<file path="src/hw/rtl/pdbl_pkg.sv">
// Shared types, widths and codes of the pulse-dimming backlight controller.
`default_nettype none
package pdbl_pkg;

    // Field widths
    localparam int OP_W     = 3;
    localparam int LEVEL_W  = 6;
    localparam int ACTION_W = 2;
    localparam int TIME_W   = 16;
    localparam int CFG_IDX_W = 2;

    // Level constants
    localparam logic [LEVEL_W-1:0] MAX_LEVEL      = 6'd32;
    localparam logic [LEVEL_W-1:0] MID_LEVEL      = 6'd16;
    localparam logic [LEVEL_W-1:0] FADE_WAKE_DOWN = 6'd15;

    // Result count cap per command
    localparam int RESULT_LIMIT = 64;
    localparam int CNT_W        = $clog2(RESULT_LIMIT);

    // Default depth of the command queue
    localparam int QUEUE_DEPTH = 4;

    // Command codes
    localparam logic [OP_W-1:0] OP_INIT   = 3'd0;
    localparam logic [OP_W-1:0] OP_DEINIT = 3'd1;
    localparam logic [OP_W-1:0] OP_SET    = 3'd2;
    localparam logic [OP_W-1:0] OP_FADE   = 3'd3;
    localparam logic [OP_W-1:0] OP_TICK   = 3'd4;

    // Init action codes
    localparam logic [ACTION_W-1:0] ACT_OFF   = 2'd0;
    localparam logic [ACTION_W-1:0] ACT_RESET = 2'd1;

    // Register indexes
    localparam logic [CFG_IDX_W-1:0] CFG_START_PULSE = 2'd0;
    localparam logic [CFG_IDX_W-1:0] CFG_UP_GAP      = 2'd1;
    localparam logic [CFG_IDX_W-1:0] CFG_DOWN_GAP    = 2'd2;
    localparam logic [CFG_IDX_W-1:0] CFG_SHORT_HIGH  = 2'd3;

    // Register reset values
    localparam logic [TIME_W-1:0] START_PULSE_RST = 16'd110;
    localparam logic [TIME_W-1:0] UP_GAP_RST      = 16'd30;
    localparam logic [TIME_W-1:0] DOWN_GAP_RST    = 16'd200;
    localparam logic [TIME_W-1:0] SHORT_HIGH_RST  = 16'd2;

    // Closing segment of a run
    localparam logic [1:0] TAIL_NONE = 2'd0;
    localparam logic [1:0] TAIL_HIGH = 2'd1;
    localparam logic [1:0] TAIL_LOW  = 2'd2;

    // Timing registers
    typedef struct packed {
        logic [TIME_W-1:0] start_pulse;
        logic [TIME_W-1:0] up_gap;
        logic [TIME_W-1:0] down_gap;
        logic [TIME_W-1:0] short_high;
    } cfg_t;

    // One classified command: the run shape plus its status fields
    typedef struct packed {
        logic               start;
        logic [LEVEL_W-1:0] pairs;
        logic               gap_dn;
        logic [1:0]         tail;
        logic [LEVEL_W-1:0] level_now;
        logic [LEVEL_W-1:0] set_return;
        logic               fade_busy;
    } job_t;

    // One result word
    typedef struct packed {
        logic               has_segment;
        logic               pin_level;
        logic [TIME_W-1:0]  duration_us;
        logic               last;
        logic [LEVEL_W-1:0] level_now;
        logic [LEVEL_W-1:0] set_return;
        logic               fade_busy;
    } res_t;

endpackage
`default_nettype wire

</file>
<file path="src/hw/rtl/pdbl_ifs.sv">
// Channel interfaces: command, result and register write.
`default_nettype none
interface pdbl_cmd_if;
    logic                           valid;
    logic                           ready;
    logic [pdbl_pkg::OP_W-1:0]      op;
    logic [pdbl_pkg::LEVEL_W-1:0]   target_level;
    logic [pdbl_pkg::ACTION_W-1:0]  init_action;
    logic [pdbl_pkg::TIME_W-1:0]    fade_period_ms;
    modport source (output valid, op, target_level, init_action, fade_period_ms,
                    input ready);
    modport sink (input valid, op, target_level, init_action, fade_period_ms,
                  output ready);
endinterface

interface pdbl_res_if;
    logic                         valid;
    logic                         ready;
    logic                         has_segment;
    logic                         pin_level;
    logic [pdbl_pkg::TIME_W-1:0]  duration_us;
    logic                         last;
    logic [pdbl_pkg::LEVEL_W-1:0] level_now;
    logic [pdbl_pkg::LEVEL_W-1:0] set_return;
    logic                         fade_busy;
    modport source (output valid, has_segment, pin_level, duration_us, last,
                    level_now, set_return, fade_busy, input ready);
    modport sink (input valid, has_segment, pin_level, duration_us, last,
                  level_now, set_return, fade_busy, output ready);
endinterface

interface pdbl_cfg_if;
    logic                           valid;
    logic                           ready;
    logic [pdbl_pkg::CFG_IDX_W-1:0] index;
    logic [pdbl_pkg::TIME_W-1:0]    data;
    modport source (output valid, index, data, input ready);
    modport sink (input valid, index, data, output ready);
endinterface
`default_nettype wire

</file>
<file path="src/hw/rtl/pdbl_front.sv">
// Command front end: holds dimming state and classifies each command into a run.
`default_nettype none
module pdbl_front (
    input  wire logic           clk,
    input  wire logic           rst_n,
    pdbl_cmd_if.sink            cmd,
    input  wire logic           q_full,
    output logic                q_push,
    output pdbl_pkg::job_t      q_data
);
    import pdbl_pkg::*;

    logic               ready_reg, ready_next;
    logic [LEVEL_W-1:0] level_reg, level_next;
    logic               fading_reg, fading_next;
    logic [LEVEL_W-1:0] goal_reg, goal_next;
    logic [TIME_W-1:0]  period_reg, period_next;
    logic [TIME_W-1:0]  count_reg, count_next;

    logic [LEVEL_W-1:0] clipped;
    logic [LEVEL_W-1:0] base;
    logic [LEVEL_W-1:0] step_lvl;
    logic               accept;
    job_t               job;

    assign cmd.ready = !q_full;
    assign accept    = cmd.valid && !q_full;
    assign q_push    = accept;
    assign q_data    = job;

    assign clipped = (cmd.target_level > MAX_LEVEL) ? MAX_LEVEL : cmd.target_level;
    // Level the driver sits at before step pulses of a set command
    assign base    = (level_reg == '0 && clipped != '0) ? MID_LEVEL : level_reg;

    // Work out next state and the run shape
    always_comb
    begin
        ready_next  = ready_reg;
        level_next  = level_reg;
        fading_next = fading_reg;
        goal_next   = goal_reg;
        period_next = period_reg;
        count_next  = count_reg;
        step_lvl    = level_reg;
        job         = '0;
        job.tail    = TAIL_NONE;
        case (cmd.op)
            OP_INIT:
            begin
                if (!ready_reg)
                begin
                    level_next  = '0;
                    fading_next = 1'b0;
                    goal_next   = '0;
                    period_next = '0;
                    count_next  = '0;
                    ready_next  = 1'b1;
                    if (cmd.init_action == ACT_OFF)
                    begin
                        job.tail = TAIL_LOW;
                    end
                    else if (cmd.init_action == ACT_RESET)
                    begin
                        job.start  = 1'b1;
                        job.tail   = TAIL_HIGH;
                        level_next = MID_LEVEL;
                    end
                end
            end
            OP_DEINIT:
            begin
                ready_next = 1'b0;
            end
            OP_SET:
            begin
                if (ready_reg && level_reg != cmd.target_level)
                begin
                    job.start = (level_reg == '0 && clipped != '0);
                    if (clipped == '0)
                    begin
                        job.tail = TAIL_LOW;
                    end
                    else if (clipped > base)
                    begin
                        job.pairs = clipped - base;
                        job.tail  = TAIL_HIGH;
                    end
                    else if (clipped < base)
                    begin
                        job.pairs  = base - clipped;
                        job.gap_dn = 1'b1;
                        job.tail   = TAIL_HIGH;
                    end
                    else if (job.start)
                    begin
                        job.tail = TAIL_HIGH;
                    end
                    level_next     = clipped;
                    job.set_return = clipped;
                end
            end
            OP_FADE:
            begin
                if (ready_reg)
                begin
                    fading_next = 1'b1;
                    goal_next   = clipped;
                    period_next = (cmd.fade_period_ms == '0) ? 16'd1 : cmd.fade_period_ms;
                    count_next  = period_next;
                end
            end
            OP_TICK:
            begin
                if (fading_reg)
                begin
                    if (count_reg > 16'd1)
                    begin
                        count_next = count_reg - 16'd1;
                    end
                    else
                    begin
                        count_next = '0;
                        // One fade step toward the goal
                        if (level_reg == '0 && goal_reg != '0)
                        begin
                            job.start  = 1'b1;
                            job.pairs  = FADE_WAKE_DOWN;
                            job.gap_dn = 1'b1;
                            job.tail   = TAIL_HIGH;
                            step_lvl   = 6'd1;
                        end
                        else if (goal_reg == '0 && level_reg == 6'd1)
                        begin
                            job.tail = TAIL_LOW;
                            step_lvl = '0;
                        end
                        else if (level_reg < goal_reg)
                        begin
                            job.pairs = 6'd1;
                            job.tail  = TAIL_HIGH;
                            step_lvl  = level_reg + 6'd1;
                        end
                        else if (level_reg > goal_reg)
                        begin
                            job.pairs  = 6'd1;
                            job.gap_dn = 1'b1;
                            job.tail   = TAIL_HIGH;
                            step_lvl   = level_reg - 6'd1;
                        end
                        level_next = step_lvl;
                        if (step_lvl == goal_reg)
                        begin
                            fading_next = 1'b0;
                        end
                        else
                        begin
                            count_next = period_reg;
                        end
                    end
                end
            end
            default:
            begin
                job.tail = TAIL_NONE;
            end
        endcase
        job.level_now = level_next;
        job.fade_busy = fading_next;
    end

    // Update state on each accepted word
    always_ff @(posedge clk or negedge rst_n)
    begin
        if (!rst_n)
        begin
            ready_reg  <= 1'b0;
            level_reg  <= '0;
            fading_reg <= 1'b0;
            goal_reg   <= '0;
            period_reg <= '0;
            count_reg  <= '0;
        end
        else if (accept)
        begin
            ready_reg  <= ready_next;
            level_reg  <= level_next;
            fading_reg <= fading_next;
            goal_reg   <= goal_next;
            period_reg <= period_next;
            count_reg  <= count_next;
        end
    end

endmodule
`default_nettype wire

</file>
<file path="src/hw/rtl/pdbl_queue.sv">
// Small FIFO of classified commands between front end and segment generator.
`default_nettype none
module pdbl_queue #(
    parameter int DEPTH = pdbl_pkg::QUEUE_DEPTH
) (
    input  wire logic           clk,
    input  wire logic           rst_n,
    input  wire logic           push,
    input  wire pdbl_pkg::job_t wdata,
    input  wire logic           pop,
    output pdbl_pkg::job_t      rdata,
    output logic                full,
    output logic                not_empty
);
    import pdbl_pkg::*;

    localparam int PTR_W = (DEPTH > 1) ? $clog2(DEPTH) : 1;
    localparam int CNT_W_Q = $clog2(DEPTH + 1);
    localparam logic [PTR_W-1:0] LAST_PTR = PTR_W'(DEPTH - 1);
    localparam logic [CNT_W_Q-1:0] FULL_CNT = CNT_W_Q'(DEPTH);

    job_t               mem [DEPTH];
    logic [PTR_W-1:0]   wr_ptr_reg;
    logic [PTR_W-1:0]   rd_ptr_reg;
    logic [CNT_W_Q-1:0] cnt_reg;
    logic               do_push;
    logic               do_pop;

    assign full      = (cnt_reg == FULL_CNT);
    assign not_empty = (cnt_reg != '0);
    assign do_push   = push && !full;
    assign do_pop    = pop && not_empty;
    assign rdata     = mem[rd_ptr_reg];

    // Store entries
    always_ff @(posedge clk)
    begin
        if (do_push)
        begin
            mem[wr_ptr_reg] <= wdata;
        end
    end

    // Advance pointers and fill count
    always_ff @(posedge clk or negedge rst_n)
    begin
        if (!rst_n)
        begin
            wr_ptr_reg <= '0;
            rd_ptr_reg <= '0;
            cnt_reg    <= '0;
        end
        else
        begin
            if (do_push)
            begin
                wr_ptr_reg <= (wr_ptr_reg == LAST_PTR) ? '0 : wr_ptr_reg + 1'b1;
            end
            if (do_pop)
            begin
                rd_ptr_reg <= (rd_ptr_reg == LAST_PTR) ? '0 : rd_ptr_reg + 1'b1;
            end
            if (do_push && !do_pop)
            begin
                cnt_reg <= cnt_reg + 1'b1;
            end
            else if (do_pop && !do_push)
            begin
                cnt_reg <= cnt_reg - 1'b1;
            end
        end
    end

endmodule
`default_nettype wire

</file>
<file path="src/hw/rtl/pdbl_back.sv">
// Segment generator: plays out one classified command as a run of result words.
`default_nettype none
module pdbl_back (
    input  wire logic           clk,
    input  wire logic           rst_n,
    input  wire pdbl_pkg::cfg_t cfg_regs,
    input  wire pdbl_pkg::job_t q_data,
    input  wire logic           q_not_empty,
    output logic                q_pop,
    pdbl_res_if.source          res
);
    import pdbl_pkg::*;

    localparam logic [2:0] PH_IDLE   = 3'd0;
    localparam logic [2:0] PH_START  = 3'd1;
    localparam logic [2:0] PH_HI     = 3'd2;
    localparam logic [2:0] PH_LO     = 3'd3;
    localparam logic [2:0] PH_TAIL   = 3'd4;
    localparam logic [2:0] PH_STATUS = 3'd5;
    localparam logic [CNT_W-1:0] CNT_LAST = CNT_W'(RESULT_LIMIT - 1);

    logic [2:0]         phase_reg;
    logic [2:0]         phase_next;
    job_t               job_reg;
    logic [LEVEL_W-1:0] pairs_reg;
    logic [CNT_W-1:0]   cnt_reg;
    logic               out_valid_reg;
    res_t               out_reg;
    res_t               seg;
    logic               slot_free;
    logic               emit;
    logic [2:0]         first_phase;

    // Phase that follows the start pulse, or the first one when there is none
    function automatic logic [2:0] after_start(input job_t j);
        logic [2:0] p;
        if (j.pairs != '0)
        begin
            p = PH_HI;
        end
        else if (j.tail != TAIL_NONE)
        begin
            p = PH_TAIL;
        end
        else
        begin
            p = PH_IDLE;
        end
        return p;
    endfunction

    assign first_phase = q_data.start ? PH_START :
                         ((after_start(q_data) == PH_IDLE) ? PH_STATUS : after_start(q_data));

    assign slot_free = !out_valid_reg || res.ready;
    assign emit      = (phase_reg != PH_IDLE) && slot_free;
    assign q_pop     = (phase_reg == PH_IDLE) && q_not_empty;

    // Build the current word and the phase after it
    always_comb
    begin
        seg             = '0;
        seg.has_segment = 1'b1;
        seg.level_now   = job_reg.level_now;
        seg.set_return  = job_reg.set_return;
        seg.fade_busy   = job_reg.fade_busy;
        phase_next      = PH_IDLE;
        case (phase_reg)
            PH_START:
            begin
                seg.pin_level   = 1'b1;
                seg.duration_us = cfg_regs.start_pulse;
                phase_next      = after_start(job_reg);
            end
            PH_HI:
            begin
                seg.pin_level   = 1'b1;
                seg.duration_us = cfg_regs.short_high;
                phase_next      = PH_LO;
            end
            PH_LO:
            begin
                seg.pin_level   = 1'b0;
                seg.duration_us = job_reg.gap_dn ? cfg_regs.down_gap : cfg_regs.up_gap;
                if (pairs_reg > 6'd1)
                begin
                    phase_next = PH_HI;
                end
                else if (job_reg.tail != TAIL_NONE)
                begin
                    phase_next = PH_TAIL;
                end
            end
            PH_TAIL:
            begin
                seg.pin_level = (job_reg.tail == TAIL_HIGH);
            end
            PH_STATUS:
            begin
                seg.has_segment = 1'b0;
            end
            default:
            begin
                seg.has_segment = 1'b0;
            end
        endcase
        // Cut the run at the result cap
        if (cnt_reg == CNT_LAST)
        begin
            phase_next = PH_IDLE;
        end
        seg.last = (phase_next == PH_IDLE);
    end

    // Sequence the run
    always_ff @(posedge clk or negedge rst_n)
    begin
        if (!rst_n)
        begin
            phase_reg <= PH_IDLE;
            pairs_reg <= '0;
            cnt_reg   <= '0;
        end
        else if (q_pop)
        begin
            phase_reg <= first_phase;
            pairs_reg <= q_data.pairs;
            cnt_reg   <= '0;
        end
        else if (emit)
        begin
            phase_reg <= phase_next;
            cnt_reg   <= cnt_reg + 1'b1;
            if (phase_reg == PH_LO)
            begin
                pairs_reg <= pairs_reg - 6'd1;
            end
        end
    end

    // Hold the command being played out
    always_ff @(posedge clk)
    begin
        if (q_pop)
        begin
            job_reg <= q_data;
        end
    end

    // Output register
    always_ff @(posedge clk or negedge rst_n)
    begin
        if (!rst_n)
        begin
            out_valid_reg <= 1'b0;
        end
        else if (emit)
        begin
            out_valid_reg <= 1'b1;
        end
        else if (res.ready)
        begin
            out_valid_reg <= 1'b0;
        end
    end

    always_ff @(posedge clk)
    begin
        if (emit)
        begin
            out_reg <= seg;
        end
    end

    assign res.valid       = out_valid_reg;
    assign res.has_segment = out_reg.has_segment;
    assign res.pin_level   = out_reg.pin_level;
    assign res.duration_us = out_reg.duration_us;
    assign res.last        = out_reg.last;
    assign res.level_now   = out_reg.level_now;
    assign res.set_return  = out_reg.set_return;
    assign res.fade_busy   = out_reg.fade_busy;

endmodule
`default_nettype wire

</file>
<file path="src/hw/rtl/pulse_dimming_backlight_ctrl.sv">
// Top level of the pulse-dimming backlight controller.
//
//   channel | dir | word
//   --------+-----+-------------------------------------------------------------
//   cmd     | in  | op, target_level, init_action, fade_period_ms
//   res     | out | has_segment, pin_level, duration_us, last, level_now,
//           |     | set_return, fade_busy
//   cfg     | in  | index (0..3), data: start_pulse_us, up_gap_us, down_gap_us,
//           |     | short_high_us
//
// A command is taken and queued (QUEUE_DEPTH entries); cmd.ready
// drops only when the queue is full. The segment generator loads a command
// and then plays out its result words, taking no new command until the
// last word is emitted; a run holds at most 64 words (a set across the whole
// range gives 63 words). A stalled res channel holds the output register and
// the generator. Reset clears all state, empties the queue and loads the
// timing registers with their defaults.
`default_nettype none
module pulse_dimming_backlight_ctrl #(
    parameter int QUEUE_DEPTH = pdbl_pkg::QUEUE_DEPTH
) (
    input  wire logic clk,
    input  wire logic rst_n,
    pdbl_cmd_if.sink  cmd,
    pdbl_res_if.source res,
    pdbl_cfg_if.sink  cfg
);
    import pdbl_pkg::*;

    cfg_t cfg_reg;
    job_t push_data;
    job_t pop_data;
    logic push;
    logic pop;
    logic q_full;
    logic q_not_empty;

    assign cfg.ready = 1'b1;

    // Write timing registers
    always_ff @(posedge clk or negedge rst_n)
    begin
        if (!rst_n)
        begin
            cfg_reg.start_pulse <= START_PULSE_RST;
            cfg_reg.up_gap      <= UP_GAP_RST;
            cfg_reg.down_gap    <= DOWN_GAP_RST;
            cfg_reg.short_high  <= SHORT_HIGH_RST;
        end
        else if (cfg.valid)
        begin
            case (cfg.index)
                CFG_START_PULSE: cfg_reg.start_pulse <= cfg.data;
                CFG_UP_GAP:      cfg_reg.up_gap      <= cfg.data;
                CFG_DOWN_GAP:    cfg_reg.down_gap    <= cfg.data;
                CFG_SHORT_HIGH:  cfg_reg.short_high  <= cfg.data;
                default:         cfg_reg.start_pulse <= cfg_reg.start_pulse;
            endcase
        end
    end

    pdbl_front u_front (
        .clk    (clk),
        .rst_n  (rst_n),
        .cmd    (cmd),
        .q_full (q_full),
        .q_push (push),
        .q_data (push_data)
    );

    pdbl_queue #(
        .DEPTH (QUEUE_DEPTH)
    ) u_queue (
        .clk       (clk),
        .rst_n     (rst_n),
        .push      (push),
        .wdata     (push_data),
        .pop       (pop),
        .rdata     (pop_data),
        .full      (q_full),
        .not_empty (q_not_empty)
    );

    pdbl_back u_back (
        .clk         (clk),
        .rst_n       (rst_n),
        .cfg_regs    (cfg_reg),
        .q_data      (pop_data),
        .q_not_empty (q_not_empty),
        .q_pop       (pop),
        .res         (res)
    );

endmodule
`default_nettype wire

</file>
<file path="src/flat_wrapper.sv">
// flat-port wrapper written by rule: the top's interface ports become plain ports
module pulse_dimming_backlight_ctrl_flat import pdbl_pkg::*;
#(
    parameter int QUEUE_DEPTH = pdbl_pkg::QUEUE_DEPTH
)
  (clk, rst_n, cmd_valid, cmd_op, cmd_target_level, cmd_init_action, cmd_fade_period_ms, cmd_ready, res_valid, res_has_segment, res_pin_level, res_duration_us, res_last, res_level_now, res_set_return, res_fade_busy, res_ready, cfg_valid, cfg_index, cfg_data, cfg_ready);
  pdbl_cmd_if cmd_i ();
  pdbl_res_if res_i ();
  pdbl_cfg_if cfg_i ();
  input  wire logic clk;
  input  wire logic rst_n;
  input wire logic [$bits(cmd_i.valid)-1:0] cmd_valid;
  input wire logic [$bits(cmd_i.op)-1:0] cmd_op;
  input wire logic [$bits(cmd_i.target_level)-1:0] cmd_target_level;
  input wire logic [$bits(cmd_i.init_action)-1:0] cmd_init_action;
  input wire logic [$bits(cmd_i.fade_period_ms)-1:0] cmd_fade_period_ms;
  output wire logic [$bits(cmd_i.ready)-1:0] cmd_ready;
  output wire logic [$bits(res_i.valid)-1:0] res_valid;
  output wire logic [$bits(res_i.has_segment)-1:0] res_has_segment;
  output wire logic [$bits(res_i.pin_level)-1:0] res_pin_level;
  output wire logic [$bits(res_i.duration_us)-1:0] res_duration_us;
  output wire logic [$bits(res_i.last)-1:0] res_last;
  output wire logic [$bits(res_i.level_now)-1:0] res_level_now;
  output wire logic [$bits(res_i.set_return)-1:0] res_set_return;
  output wire logic [$bits(res_i.fade_busy)-1:0] res_fade_busy;
  input wire logic [$bits(res_i.ready)-1:0] res_ready;
  input wire logic [$bits(cfg_i.valid)-1:0] cfg_valid;
  input wire logic [$bits(cfg_i.index)-1:0] cfg_index;
  input wire logic [$bits(cfg_i.data)-1:0] cfg_data;
  output wire logic [$bits(cfg_i.ready)-1:0] cfg_ready;
  assign cmd_i.valid = cmd_valid;
  assign cmd_i.op = cmd_op;
  assign cmd_i.target_level = cmd_target_level;
  assign cmd_i.init_action = cmd_init_action;
  assign cmd_i.fade_period_ms = cmd_fade_period_ms;
  assign cmd_ready = cmd_i.ready;
  assign res_valid = res_i.valid;
  assign res_has_segment = res_i.has_segment;
  assign res_pin_level = res_i.pin_level;
  assign res_duration_us = res_i.duration_us;
  assign res_last = res_i.last;
  assign res_level_now = res_i.level_now;
  assign res_set_return = res_i.set_return;
  assign res_fade_busy = res_i.fade_busy;
  assign res_i.ready = res_ready;
  assign cfg_i.valid = cfg_valid;
  assign cfg_i.index = cfg_index;
  assign cfg_i.data = cfg_data;
  assign cfg_ready = cfg_i.ready;
  pulse_dimming_backlight_ctrl #(.QUEUE_DEPTH(QUEUE_DEPTH)) u_core (.clk(clk), .rst_n(rst_n), .cmd(cmd_i), .res(res_i), .cfg(cfg_i));
endmodule
</file>
<file path="config.mk">
export PLATFORM = sky130hd
export DESIGN_NAME = pulse_dimming_backlight_ctrl_flat
export DESIGN_NICKNAME = d
export VERILOG_FILES = /design/src/hw/rtl/pdbl_pkg.sv /design/src/hw/rtl/pdbl_ifs.sv /design/src/hw/rtl/pdbl_front.sv /design/src/hw/rtl/pdbl_queue.sv /design/src/hw/rtl/pdbl_back.sv /design/src/hw/rtl/pulse_dimming_backlight_ctrl.sv /design/src/flat_wrapper.sv
export SDC_FILE = /design/constraint.sdc
export NUM_CORES = 1
export LEC_CHECK = 0
export BUFFER_PORTS_ARGS = -buffer_cell sky130_fd_sc_hd__buf_4
export CORE_MARGIN = 5
export CORE_UTILIZATION = 43
export CTS_CLUSTER_SIZE = 10
export DETAILED_ROUTE_END_ITERATION = 16
export GPL_ROUTABILITY_DRIVEN = 1
export SLEW_MARGIN = 20
export SYNTH_ARGS = -nofsm -noshare
export SYNTH_HDL_FRONTEND = slang
export SYNTH_HIERARCHICAL = 1
export SYNTH_SLANG_ARGS = --single-unit
</file>
<file path="constraint.sdc">
create_clock -name clk -period 3.7 [get_ports clk]
set_clock_uncertainty 0.05 [all_clocks]
set_input_delay 0.74 -clock clk [delete_from_list [all_inputs] [get_ports clk]]
set_output_delay 0.74 -clock clk [all_outputs]
set_load 0.05 [all_outputs]
</file>
# [Yosys cells after proc, flatten, opt, wreduce, memory -nomap -nowiden]
# Memory sizes are Yosys's and may differ from the RTL's.
# Index checks and enable logic that the tools add are counted.
[totals] regBits=187 ramBits=92 inputBits=50 out_inout_bits=35 memories=1
[classes] addsub=11 magnitude_cmp=7 eq_ne=23 muxes=92 reduce_logical=51
[mem_list] memory="u_core.u_queue.mem" depth=4 width=23 read_ports=1 rd_clocked_by_memory_dff=0 wr=1 line="pdbl_queue.sv:22" rtl="job_t mem [DEPTH];"
[op_table] op="2-to-1 mux 6 bit" n=23
[op_table] op="2-to-1 mux 16 bit" n=7
[op_table] op="one-hot mux 16 bit (3 select lines)" n=2
[op_table] op="2-to-1 mux 3 bit" n=12
[op_table] op="one-hot mux 16 bit (2 select lines)" n=1
[op_table] op="2-to-1 mux 10 bit" n=3
[op_table] op="nonzero test 6 bit" n=4
[op_table] op="2-to-1 mux 7 bit" n=3
[op_table] op="2-to-1 mux 1 bit" n=19
[op_table] op="logical NOT 6 bit" n=3
[op_table] op="2-to-1 mux 2 bit" n=9
[op_table] op="one-hot mux 6 bit (3 select lines)" n=1
[op_table] op="greater-than comparator 16 x 1 -> 1 bit, second input constant" n=1
[op_table] op="logical NOT 16 bit" n=1
[op_table] op="nonzero test 2 bit" n=8
[op_table] op="subtractor 16 x 1 -> 16 bit, second input constant" n=1
[op_table] op="one-hot mux 7 bit (2 select lines)" n=1
[op_table] op="adder 6 x 1 -> 6 bit, second input constant" n=2
[op_table] op="== test 3 x 2 -> 1 bit, second input constant" n=4
[op_table] op="greater-than comparator 6 bit" n=2
[op_table] op="logical NOT 3 bit" n=4
[op_table] op="< comparator 6 bit" n=2
[op_table] op="one-hot mux 6 bit (2 select lines)" n=1
[op_table] op="AND reduction 2 bit" n=6
[op_table] op="other kinds (32)" n=64

# [Depth between registers and ports, before layout]
[depth] word_depth=13 ltp_mapped=17 mapped_depth_nobuf=15

# [By module]
# The synthesis kept the hierarchy.
[by_module_without_submodules] module="pdbl_front" n_inst=1 cells_each=520 area_each_um2=4266.6 seq_area_each_um2=1151.1
[by_module_without_submodules] module="pdbl_queue" n_inst=1 cells_each=158 area_each_um2=3807.4 seq_area_each_um2=2937.8
[by_module_without_submodules] module="pdbl_back" n_inst=1 cells_each=257 area_each_um2=3180.6 seq_area_each_um2=2021.9
[by_module_without_submodules] module="pulse_dimming_backlight_ctrl" n_inst=1 cells_each=138 area_each_um2=2438.6 seq_area_each_um2=1617.8

# [Least setup slack after synthesis]
# Ideal clock, no wire load.
[synth_path] path_type="input -> register" from="in cmd_target_level[5]" to="mem u_core/u_queue/mem[0][19] (netlist bit) (data pin)" arrival_time_ps=3495 required_time_ps=3505 path_slack_ps=11 path_stages=17 cell_sequence="clkbuf_1 nor4_1 nand2_1 nand3_1 nand2_1 inv_1 ha_1 fa_1 nor2b_1 o21ai_0 a21oi_1 o21ai_0 and2_1 clkbuf_1 a32oi_1 a211o_1 nand2_1"
[synth_rtl] item="start: declaration" line="flat_wrapper.sv:14" rtl="input wire logic [$bits(cmd_i.target_level)-1:0] cmd_target_level;"
[synth_rtl] item="end: declaration" line="pdbl_queue.sv:22"

# [Worst setup path after layout]
[layout_path] from="reg u_core.u_front.level_reg[4]" to="reg u_core.u_front.count_reg[14]"
[layout_via] elab_chain_cells=13
[layout_rtl] item="start: declaration" line="pdbl_front.sv:14" rtl="logic [LEVEL_W-1:0] level_reg, level_next;"
[layout_rtl] item="start signal: assignment" line="pdbl_front.sv:186" rtl="level_reg <= level_next;"
[layout_rtl] item="subtractor 6 x 1 -> 6 bit or greater-than comparator 6 bit (tied branches)" line="pdbl_front.sv:148, pdbl_front.sv:143"
[layout_rtl] item="2-to-1 mux 6 bit" line="pdbl_front.sv:143" rtl="else if (level_reg > goal_reg)"
[layout_rtl] item="2-to-1 mux 6 bit" line="pdbl_front.sv:137" rtl="else if (level_reg < goal_reg)"
[layout_rtl] item="2-to-1 mux 6 bit" line="pdbl_front.sv:132" rtl="else if (goal_reg == '0 && level_reg == 6'd1)"
[layout_rtl] item="2-to-1 mux 6 bit *" line="pdbl_front.sv:124" rtl="if (level_reg == '0 && goal_reg != '0)"
[layout_rtl] item="2-to-1 mux 6 bit *" line="pdbl_front.sv:116" rtl="if (count_reg > 16'd1)"
[layout_rtl] item="2-to-1 mux 6 bit *" line="pdbl_front.sv:114" rtl="if (fading_reg)"
[layout_rtl] item="2-to-1 mux 6 bit *" line="pdbl_front.sv:47" rtl="case (cmd.op)"
[layout_rtl] item="== test 6 bit *" line="pdbl_front.sv:151" rtl="if (step_lvl == goal_reg)"
[layout_rtl] item="2-to-1 mux 16 bit *" line="pdbl_front.sv:151"
[layout_rtl] item="2-to-1 mux 16 bit *" line="pdbl_front.sv:116"
[layout_rtl] item="2-to-1 mux 16 bit *" line="pdbl_front.sv:114"
[layout_rtl] item="one-hot mux 16 bit (3 select lines) *" line="pdbl_front.sv:47"
[layout_rtl] item="end signal: assignment" line="pdbl_front.sv:190" rtl="count_reg <= count_next;"
[layout_rtl] item="end: declaration" line="pdbl_front.sv:18" rtl="logic [TIME_W-1:0] count_reg, count_next;"
# Every way passes the cells marked *; elsewhere a longest branch is shown, timed or not. The select of a mux whose other input is x is not followed.
# A chain may end at the register's enable or synchronous reset.

==> flow_summary_export.csv <==
group,metric,value,unit
clock_tree,cts-root-buf,"clkbuf_16",
pwr,power_frac_clock,21.9,%
timing,fin_crit,3474,ps
timing,finalSetupViolations,0,
worst_setup_path,cp_data_required_time,4020,ps
timing,rsz0062_at_grt,"false",
synth,yosysWarnings,6,
timing,period_share,93.90,%
routing,wl_per_cell,19.54,um
global_routing,grt_max_degree,68,
pwr,p_leak,6.492,nW
floorplan,ios,85,
synth,async_flop_share,47.67,%
synth,ys_ff_latch,279,
clock_tree,cts_tree,"built",
clock_tree,insertion_delay,520,ps
floorplan,die_height,188.5,um
routing,route.met2.wl,14.83,mm
worst_setup_path,critical_path_class,"flop to flop",
place,place_congestion,0.8671,
routing,drc,0,
clock_tree,hold_buffers,0,
global_routing,grt_usage,17.76,%
synth,synth_area_per_cell,12.76,um2
pwr,pwr-share-comb,43.6,%
synth,yosys-top-cells-area,"edfxtp_1, dfrtp_1, mux2_2",
timing,hold_viol,0,
synth,synth_largest_area_cell,"edfxtp_1",
worst_setup_path,critPathMaxFanout,17,
global_routing,grt.overflow.total,0,
global_routing,grt_pass1_vias,9203,
synth,syn_area,0.01369,mm2
pwr,internal_power,8.870,mW
routing,via_per_inst,5.573,
flow_run,maxCapViolCount,0,
floorplan,placementRows,65,
layout,fin_nets,1278,
routing,num_vias,9045,
synth,synth_nets,1157,
routing,routed.top_layer,"met4",
routing,wl_met3,1.428,mm
routing,met1Wirelength,14.82,mm
pwr,p_sw,5.550,mW
routing,routed_wirelength,31.72,mm
synth,synth_top_area_share,32.02,%
worst_hold_path,min_path_type,"input port to async pin",
floorplan,core,0.03147,mm2
place,portBuffers,83,
worst_setup_path,worstSetupStartpointType,"flop",
layout,fin_util,51.02,%
clock_tree,cts.sinks,279,
worst_setup_path,critPathCaptureType,"flop",
clock_tree,clkTransAtPathRegs,60,ps
clock_tree,cts.htree.levels,2,
floorplan,die_area,0.03551,mm2
pwr,seqPwrFrac,34.6,%
timing,max_slew.worst_pin.slew,1104,ps
worst_setup_path,r2r_slack,230,ps
synth,synth_cell_types,97,
timing,fmax,287.8,MHz
synth,ys.flop_type,"edfxtp_1",
clock_tree,clk_path_buf_depth,3,
routing,drt_iter0_drc,584,
synth,synthCells,1073,
floorplan,initial_utilization,43.51,%
clock_tree,numCtsBuffers,35,
global_routing,antenna_found_initial,0,
layout,diodes,0,
floorplan,die_w,188.5,um
pwr,vdd_drop_max,440.5,uV
timing,relSlewSlack,26.39,%
worst_setup_path,critPathArrivalTime,3790,ps
layout,drive_gt1_share,28.01,%
timing,drv_slew,0,
routing,ant_nets,0,
synth,ys_seq_area_share,56.44,%
timing,final.setup.tns,0,ps
synth,synth_edf_count,146,
layout,largest_reg_flops,92,
pwr,netSwitchingFraction,38.49,%
routing,drt-pass1-iter-count,5,
pwr,power_density,898.1,mW/mm2
place,hpwl,21.46,mm
global_routing,grt_first_pass_wirelength,50.83,mm
timing,hold_ws,181.2,ps
status,status,"finished, final reports clean",
worst_setup_path,reg2reg_depth,11,
layout,layout-area-overhead-vs-synth,17.26,%
[power by group through the flow]
stage / sequential [mW] / clock [mW] / combinational (mW)
after floorplan: 5.45 / 0 / 4.12
after global placement: 5.02 / 0 / 6.21
after detailed placement: 5.05 / 0 / 6.25
after CTS: 5.00 / 3.25 / 6.28
after global routing: 5.10 / 3.40 / 6.85
final: 4.99 / 3.15 / 6.28
[per-stage QoR]
stage / cell area (um2) / power (mW) / setup WS (ps) / instances
after floorplan: 13690 / 9.576 / 10.56 / 1073
after global placement: 14960 / 11.23 / -106.6 / 1559
after detailed placement: 14960 / 11.30 / -163.6 / 1559
after CTS: 16040 / 14.53 / 208.2 / 1623
after global routing: 16060 / 15.35 / 15.36 / 1623
final: 16060 / 14.42 / 225.8 / 1623
[worst max-delay path, cell delays in order, from the launching register on]
cell	delay [ps]
dfrtp_1	390
buf_4	210
ha_1	340
nand4_2	180
nor2_1	200
mux2_2	350
a211o_1	340
a221oi_1	380
o2111ai_2	270
nor3_4	200
buf_4	280
o311ai_1	140
[area by class of cell]
| type | count | area, um2 |
|---|---|---|
| Clock buffer | 58 | 982.2 |
| Clock inverter | 6 | 93.84 |
| Fill cell | 2834 | 15420 |
| Inverter | 44 | 177.7 |
| Multi-Input combinational cell | 694 | 5492 |
| Sequential cell | 279 | 7729 |
| Tap cell | 402 | 503.0 |
| Timing Repair Buffer | 140 | 1080 |
[what timing repair did]
action,CTS,global route
endpoints found under the setup margin,0,20
resized for setup,0,7
buffers inserted,0,0
hold endpoints to repair,0,0
[per-layer routing]
metal | global-route usage [%] | up-vias
met2 | 28.60 | 218
li1 | - | 4286
met4 | 4.709 | 0
met1 | 25.19 | 4491
met5 | 0 | -
met3 | 3.038 | 50
[cells in the mapped netlist, types with 4 or more instances]
master and count:
a31oi_1 6, inv_1 42, a211o_1 4, a22o_1 18, o211ai_1 6, or3_1 5
o31ai_1 7, a21o_1 5, and3_1 4, buf_1 4, a21oi_1 43, buf_4 5
buf_6 8, o31ai_2 5, dfrtp_1 120, nand3_1 23, nand2b_1 8, xnor2_1 18
clkbuf_1 24, mux4_2 18, nor4_1 10, ha_1 31, and2_1 11, nand2_1 69
o21ai_0 46, mux4_1 5, dfstp_2 13, or4_1 4, nor3_1 15, nand4_1 6
nor2_1 79, mux2i_1 19, xor2_1 8, a22oi_1 28, buf_2 13, edfxtp_1 146
nor2b_1 18, a211oi_1 6, mux2_2 75, a221o_1 4
[cell families after synthesis]
group / synth area share [%]
AND/OR/NAND/NOR: 10.78
flip-flops: 56.44
AO/OA/AOI/OAI: 12.43
multiplexers: 11.78
buffers and inverters: 3.609
adder cells (fa/ha/maj): 3.271
XOR/XNOR: 1.663
other: 0.02739
[final timing paths]
check / from / to
worst min register to register: u_core/u_back/job_reg[9]$_DFFE_PP_ / u_core/u_back/res.level_now[2]$_DFFE_PP_
worst max-delay path: u_core/u_front/level_reg[4]$_DFFE_PN0P_ / u_core/u_front/count_reg[14]$_DFFE_PN0P_
worst max register to register: u_core/u_front/level_reg[4]$_DFFE_PN0P_ / u_core/u_front/count_reg[14]$_DFFE_PN0P_
min in group clk: u_core/u_back/job_reg[9]$_DFFE_PP_ / u_core/u_back/res.level_now[2]$_DFFE_PP_
max in group asynchronous: rst_n / u_core/cfg_reg[53]$_DFFE_PN1P_
worst min-delay path: rst_n / u_core/cfg_reg[52]$_DFFE_PN0P_
[cells in the final DEF (no fill, tap or decap), types with 6 or more instances in the layout]
master and n:
edfxtp_1 146, buf_4 137, dfrtp_1 120, nor2_1 77
mux2_2 75, nand2_1 69, o21ai_0 44, a21oi_1 42
inv_1 42, clkbuf_16 35, ha_1 30, a22oi_1 28
nand3_1 22, clkbuf_1 21, mux2i_1 19, nor2b_1 18
xnor2_1 18, a22o_1 18, mux4_2 18, nor3_1 15
dfstp_2 13, and2_1 11, nor4_1 10, nand2b_1 8
xor2_1 8, o31ai_1 7, nand4_1 6, o211ai_1 6
a31oi_1 6
Note: power is estimated with default switching activity, not from simulation.
